===== src/greedy_move_merge_selector_top_macros.svh =====
// Assertion macros shared by the greedy move merge selector RTL.
// Depends on a clock named clock and a reset named reset in the using module.
`ifndef GREEDY_MOVE_MERGE_SELECTOR_TOP_MACROS_SVH
`define GREEDY_MOVE_MERGE_SELECTOR_TOP_MACROS_SVH
`ifndef SYNTHESIS
`define GMMS_ASSERT_NOW(lbl, expr) \
   lbl: assert property (@(posedge clock) disable iff (reset) (expr)) \
      else $error("gmms assertion failed");
`define GMMS_ASSERT_NEXT(lbl, ante, cons) \
   lbl: assert property (@(posedge clock) disable iff (reset) (ante) |=> (cons)) \
      else $error("gmms assertion failed");
`else
`define GMMS_ASSERT_NOW(lbl, expr)
`define GMMS_ASSERT_NEXT(lbl, ante, cons)
`endif
`endif


===== src/gmms_pkg.sv =====
// Shared types, constants and the move overlap check of the selector.
// No dependencies.
`timescale 1ns / 1ps
package gmms_pkg;
   localparam int MAX_MOVES_DEF = 64;
   localparam int RESULT_CAP    = 64;
   localparam int PICK_IDX_W    = 6;
   localparam int PICK_CNT_W    = 7;
   localparam int MERGE_W       = 7;
   localparam int POS_W         = 10;
   localparam int COST_W        = 32;
   localparam int KIND_W        = 3;
   localparam int SPOS_W        = 13;

   localparam logic [KIND_W-1:0] KIND_SWAP    = 3'd0;
   localparam logic [KIND_W-1:0] KIND_TWO_OPT = 3'd1;
   localparam logic [KIND_W-1:0] KIND_OR_1    = 3'd2;
   localparam logic [KIND_W-1:0] KIND_OR_2    = 3'd3;

   typedef struct packed {
      logic [KIND_W-1:0]        kind;
      logic [POS_W-1:0]         pos_first;
      logic [POS_W-1:0]         pos_second;
      logic signed [COST_W-1:0] cost;
   } move_entry_type;

   typedef enum logic [4:0] {
      OP_IDLE, OP_LOAD, OP_RD_I, OP_LAT_I, OP_RD_J, OP_CMP_J, OP_WR_I,
      OP_SEL_START, OP_RD_ORD, OP_LONE_WR, OP_RD_CAND, OP_LAT_CAND,
      OP_RD_PICK, OP_RD_PMV, OP_CHK, OP_ACCEPT, OP_NEXT_C,
      OP_OUT_START, OP_RD_OPK, OP_RD_OMV, OP_EMIT
   } op_type;

   typedef enum logic [4:0] {
      ST_LOAD, ST_RD_I, ST_LAT_I, ST_RD_J, ST_CMP_J, ST_WR_I,
      ST_SEL_START, ST_LONE_ORD, ST_LONE_WR, ST_RD_ORD, ST_RD_CAND,
      ST_LAT_CAND, ST_RD_PICK, ST_RD_PMV, ST_CHK, ST_ACCEPT, ST_NEXT_C,
      ST_OUT_START, ST_RD_OPK, ST_RD_OMV, ST_EMIT
   } state_type;

   typedef struct packed {
      logic load_last;
      logic j_last;
      logic i_last;
      logic gain_lt2;
      logic npick_zero;
      logic compat_ok;
      logic k_last;
      logic stop;
      logic c_last;
      logic out_free;
      logic out_last;
   } status_type;

   function automatic logic signed [SPOS_W-1:0] spos(input logic [POS_W-1:0] p);
      spos = $signed({{(SPOS_W-POS_W){1'b0}}, p});
   endfunction

   function automatic logic signed [SPOS_W-1:0] seg_len(input logic [KIND_W-1:0] k);
      logic signed [SPOS_W-1:0] r;
      case (k)
         KIND_OR_1: r = SPOS_W'(1);
         KIND_OR_2: r = SPOS_W'(2);
         default:   r = SPOS_W'(3);
      endcase
      seg_len = r;
   endfunction

   function automatic logic far1(input logic signed [SPOS_W-1:0] x,
                                 input logic signed [SPOS_W-1:0] y);
      logic signed [SPOS_W-1:0] d;
      d = x - y;
      far1 = (d > SPOS_W'(1)) || (d < -SPOS_W'(1));
   endfunction

   // a is a swap
   function automatic logic swap_ok(input move_entry_type a, input move_entry_type b);
      logic signed [SPOS_W-1:0] ai, aj, bi, bj, lo, hi, k;
      ai = spos(a.pos_first); aj = spos(a.pos_second);
      bi = spos(b.pos_first); bj = spos(b.pos_second);
      lo = (bi < bj) ? bi : bj;
      hi = (bi < bj) ? bj : bi;
      k  = seg_len(b.kind);
      if (b.kind == KIND_SWAP) begin
         swap_ok = far1(ai, bi) && far1(ai, bj) && far1(aj, bi) && far1(aj, bj);
      end else if (b.kind == KIND_TWO_OPT) begin
         swap_ok = (ai < bi - 1 || ai > bj + 1) && (aj < bi - 1 || aj > bj + 1);
      end else begin
         swap_ok = aj < lo - 1 || ai > hi + k || (ai < lo - 1 && aj > hi + k);
      end
   endfunction

   // a is a two-opt, b is not a swap
   function automatic logic twoopt_ok(input move_entry_type a, input move_entry_type b);
      logic signed [SPOS_W-1:0] ai, aj, bi, bj, lo, hi, k;
      ai = spos(a.pos_first); aj = spos(a.pos_second);
      bi = spos(b.pos_first); bj = spos(b.pos_second);
      lo = (bi < bj) ? bi : bj;
      hi = (bi < bj) ? bj : bi;
      k  = seg_len(b.kind);
      if (b.kind == KIND_TWO_OPT) begin
         twoopt_ok = aj < bi - 1 || ai > bj + 1 || bj < ai - 1 || bi > aj + 1;
      end else begin
         twoopt_ok = ai > hi + k || aj < lo - 1;
      end
   endfunction

   function automatic logic oropt_ok(input move_entry_type a, input move_entry_type b);
      logic signed [SPOS_W-1:0] ai, aj, bi, bj, lo1, hi1, lo2, hi2;
      ai = spos(a.pos_first); aj = spos(a.pos_second);
      bi = spos(b.pos_first); bj = spos(b.pos_second);
      lo1 = (ai < aj) ? ai : aj;
      hi1 = (ai < aj) ? aj : ai;
      lo2 = (bi < bj) ? bi : bj;
      hi2 = (bi < bj) ? bj : bi;
      oropt_ok = hi1 + seg_len(a.kind) < lo2 || lo1 > hi2 + seg_len(b.kind);
   endfunction

   function automatic logic compatible(input move_entry_type a, input move_entry_type b);
      logic r;
      if (a.kind == KIND_SWAP) begin
         r = swap_ok(a, b);
      end else if (a.kind == KIND_TWO_OPT) begin
         r = (b.kind == KIND_SWAP) ? swap_ok(b, a) : twoopt_ok(a, b);
      end else if (b.kind == KIND_SWAP) begin
         r = swap_ok(b, a);
      end else if (b.kind == KIND_TWO_OPT) begin
         r = twoopt_ok(b, a);
      end else begin
         r = oropt_ok(a, b);
      end
      compatible = r;
   endfunction
endpackage


===== src/gmms_ctrl.sv =====
// Controller of the selector: sequences load, rank sort, greedy pick and emit.
// Depends on gmms_pkg.
`timescale 1ns / 1ps
module gmms_ctrl import gmms_pkg::*; (
   input  logic       clock,
   input  logic       reset,
   input  status_type status,
   output op_type     op,
   output logic       req_ready
);
   state_type state_ff, state_in;

   always_comb begin
      state_in = state_ff;
      case (state_ff)
         ST_LOAD:      if (status.load_last) state_in = ST_RD_I;
         ST_RD_I:      state_in = ST_LAT_I;
         ST_LAT_I:     state_in = ST_RD_J;
         ST_RD_J:      state_in = ST_CMP_J;
         ST_CMP_J:     state_in = status.j_last ? ST_WR_I : ST_RD_J;
         ST_WR_I:      state_in = status.i_last ? ST_SEL_START : ST_RD_I;
         ST_SEL_START: state_in = status.gain_lt2 ? ST_LONE_ORD : ST_RD_ORD;
         ST_LONE_ORD:  state_in = ST_LONE_WR;
         ST_LONE_WR:   state_in = ST_OUT_START;
         ST_RD_ORD:    state_in = ST_RD_CAND;
         ST_RD_CAND:   state_in = ST_LAT_CAND;
         ST_LAT_CAND:  state_in = status.npick_zero ? ST_ACCEPT : ST_RD_PICK;
         ST_RD_PICK:   state_in = ST_RD_PMV;
         ST_RD_PMV:    state_in = ST_CHK;
         ST_CHK: begin
            if (!status.compat_ok) state_in = ST_NEXT_C;
            else if (status.k_last) state_in = ST_ACCEPT;
            else state_in = ST_RD_PICK;
         end
         ST_ACCEPT:    state_in = status.stop ? ST_OUT_START : ST_NEXT_C;
         ST_NEXT_C:    state_in = status.c_last ? ST_OUT_START : ST_RD_ORD;
         ST_OUT_START: state_in = ST_RD_OPK;
         ST_RD_OPK:    state_in = ST_RD_OMV;
         ST_RD_OMV:    state_in = ST_EMIT;
         ST_EMIT: begin
            if (status.out_free) state_in = status.out_last ? ST_LOAD : ST_RD_OPK;
         end
         default:      state_in = ST_LOAD;
      endcase
   end

   always_comb begin
      req_ready = 1'b0;
      case (state_ff)
         ST_LOAD: begin
            op = OP_LOAD;
            req_ready = 1'b1;
         end
         ST_RD_I:      op = OP_RD_I;
         ST_LAT_I:     op = OP_LAT_I;
         ST_RD_J:      op = OP_RD_J;
         ST_CMP_J:     op = OP_CMP_J;
         ST_WR_I:      op = OP_WR_I;
         ST_SEL_START: op = OP_SEL_START;
         ST_LONE_ORD:  op = OP_RD_ORD;
         ST_LONE_WR:   op = OP_LONE_WR;
         ST_RD_ORD:    op = OP_RD_ORD;
         ST_RD_CAND:   op = OP_RD_CAND;
         ST_LAT_CAND:  op = OP_LAT_CAND;
         ST_RD_PICK:   op = OP_RD_PICK;
         ST_RD_PMV:    op = OP_RD_PMV;
         ST_CHK:       op = OP_CHK;
         ST_ACCEPT:    op = OP_ACCEPT;
         ST_NEXT_C:    op = OP_NEXT_C;
         ST_OUT_START: op = OP_OUT_START;
         ST_RD_OPK:    op = OP_RD_OPK;
         ST_RD_OMV:    op = OP_RD_OMV;
         ST_EMIT:      op = OP_EMIT;
         default:      op = OP_IDLE;
      endcase
   end

   always_ff @(posedge clock) begin
      if (reset) state_ff <= ST_LOAD;
      else state_ff <= state_in;
   end
endmodule


===== config.mk =====
export PLATFORM = sky130hd
export DESIGN_NAME = gmms_ctrl
export DESIGN_NICKNAME = d
export VERILOG_FILES = /design/src/greedy_move_merge_selector_top_macros.svh /design/src/gmms_pkg.sv /design/src/gmms_ctrl.sv
export SDC_FILE = /design/constraint.sdc
export NUM_CORES = 1
export LEC_CHECK = 0
export BUFFER_PORTS_ARGS = -buffer_cell sky130_fd_sc_hd__buf_4
export CAP_MARGIN = 10
export CORE_AREA = 2 2 39 41
export DETAILED_ROUTE_END_ITERATION = 7
export DIE_AREA = 0 0 41 43
export GPL_ROUTABILITY_DRIVEN = 0
export PLACE_DENSITY = 0.79
export SYNTH_ARGS = -nofsm -noshare
export SYNTH_HDL_FRONTEND = slang
export SYNTH_SLANG_ARGS = --single-unit

===== constraint.sdc =====
create_clock -name clock -period 2.05 [get_ports clock]
set_input_delay 0.41 -clock clock [delete_from_list [all_inputs] [get_ports clock]]
set_output_delay 0.41 -clock clock [all_outputs]
set_load 0.05 [all_outputs]

==> run summary <==
IR Drop Worst-Case VDD: 274 uV
input/output buffers: 18
Longest Clk Path Bufs: 2
WL final: 1.86 mm
LEAKAGE: 0.338 nW
Skew-Pair Late Insertion Delay: 0.25 ns
Setup TNS: 0 ns
synth unique cells: 36
smallest hold slack: 0.345 ns
final net count: 138
Die Y: 43 um
Worst EP arrival: 1.51 ns
#FFs+latches synth: 5
Slowest-stage cell, CP: dfxtp_1
status: finished, final reports clean
max reg flops: 5
RSZ-0062 raised after global routing: no
worst slew pin tran: 0.448 ns
Final Critical Period: 1.92 ns
DRC viols: 0
Rel. slew slack: 0.697
layout cells sized above 1: 0.226
hold buffers post-CTS: 0
Mapped Cells: 106
Core Area: 1380 sq um
row count: 14
Worst setup SP type: flop
Final setup viols: 0
DP Area: 831 sq um
vias in the first global route: 669
Top reg by flops: state_ff
commonest non-fill, non-tap cell in the layout: buf_4
top flop regs: state_ff x5
FFs w/ async S/R, synth: 0
Remaining Overflow, GRT: 0
Synth Flop Type: dfxtp_1
syn avg cell area: 6.43 sq um
Synth warnings: 0
CTS root buffer: clkbuf_4
top cells by area, synth: dfxtp_1, a21oi_1, nor2_1
number of synthesized flops with an enable pin: 0
DPL Wire Length: 1.33 mm
Final ANT Viol Nets: 0
initial antenna violation count: 0
Num CTS Buffers: 3
Max stage delay on crit path: 0.38 ns
Initial Util: 0.493
ANT cells: 0
area of the die: 1760 sq um
beginning of the critical path: state_ff[0]
CP cell instances: buf_4 -> nor3_1 -> a21oi_1 -> o2bb2ai_1 -> buf_4
largest net degree at the start of global routing: 22
r2r endpoint: state_ff[0]
routed wire length per instance: 13.3 um
# clock sinks: 5
gr usage total: 0.240
f_max: 521 MHz
RR Startpoint: state_ff[2]
Critical Path Fanout Max: 14
critical path class: flop to output port
Final Hold Vio Count: 0
DR vias/cell: 6.09
r2r setup slk: 0.38 ns
DRT Pass-1 Iters: 5
Cell Area, Synth: 682 sq um
Die W: 41 um
max cap viols: 0
most frequent cells in the layout: buf_4, nor2_1, a21oi_1
global-route wire length before repair: 2.90 mm
Worst Setup EP: op[0]
Worst Setup End Kind: output port
sequential fraction of the synthesis area: 0.147
H-tree levels: 1
Post-CTS Setup Repair Bufs: 0
Final Core Density: 0.620
fin crit share: 0.937
Pwr Density: 561 nW/um^2
Final Cell Area: 858 sq um
io pins: 19
area grow syn2layout: 25.9%
clock skew: 0.000464 ns
CP Data Required Time: 1.64 ns
area leader, netlist: dfxtp_1
TritonCTS clock tree: done
Most common cell on crit path: buf_4
1st-iter DRT viols: 33
DR vias: 852
Syn Nets: 119
Register-to-Register Path Depth: 5
Hold Path Class: input port to flop
clock-pin slew on the worst setup and hold paths: 0.05 ns
Slew Limit Fails: 0
post-synth top area share: 0.147
[metal layers]
metal,vias to the layer above,part of all wire,global-route usage
li1,419,-,-
met1,386,0.44,0.317
met2,41,0.47,0.363
met3,6,0.075,0.0628
met4,0,0.018,0.0800
met5,-,0,0
[repair_timing]
item	in CTS	in global routing
endpoints found under the setup margin	0	2
endpoints found under the hold margin	0	0
gates resized for setup	0	1
[synthesized netlist by cell type, types with 2 or more instances]
library cell	instances
a31oi_1	5
nand3_1	2
nand2_1	6
nor3b_1	2
o21bai_1	2
nor2b_1	4
nand2b_1	5
buf_2	8
inv_1	5
a21oi_1	12
nand3b_1	4
o2bb2ai_1	2
nor3_1	3
o22ai_1	3
dfxtp_1	5
o21ai_0	6
nor2_1	13
[worst min-delay path by stage]
stage,endpoint,slack (ns),from,cells past startpoint
final,state_ff[4],0.34,reset,2
after global routing,state_ff[4],0.34,reset,2
after CTS,state_ff[3],0.35,reset,2
after detailed placement,state_ff[3],0.61,reset,2
after global placement,state_ff[2],0.60,reset,2
after floorplan,state_ff[3],0.48,reset,1
[final cells by class]
| cell class | count | area, sq um |
|---|---|---|
| multi-input combinational | 86 | 512 |
| sequential | 5 | 101 |
| timing repair buffer | 24 | 180 |
| fill | 139 | 526 |
| tap | 16 | 20.0 |
| clock buffer | 4 | 26.3 |
| inverter | 5 | 18.8 |
[worst max-delay path, delay by kind of cell, from the launching register on]
family          cells  cell delay [ns]
simple gates        1             0.22
compound gates      2             0.22
buf+inv             2             0.43
flops               1             0.38
[kinds of logic after synthesis]
group / after synthesis / synth area share
AND/OR/NAND/NOR: 47 / 0.391
AO/OA/AOI/OAI: 39 / 0.360
buffers and inverters: 15 / 0.103
flip-flops: 5 / 0.147
[stage by stage]
| step | std cells | setup slack, ns | power (mW) |
|---|---|---|---|
| global route | 140 | 0.00536 | 0.508 |
| floorplan | 106 | 0.0409 | 0.285 |
| global placement | 136 | 0.404 | 0.355 |
| finish | 140 | 0.130 | 0.481 |
| CTS | 140 | 0.0738 | 0.478 |
| detailed placement | 136 | 0.341 | 0.356 |
[power by group]
part           internal (mW)  switching (mW)
Clock                 0.0741          0.0487
Sequential             0.105          0.0181
Combinational         0.0920           0.144
No activity file was read; power rests on OpenSTA's default activity.
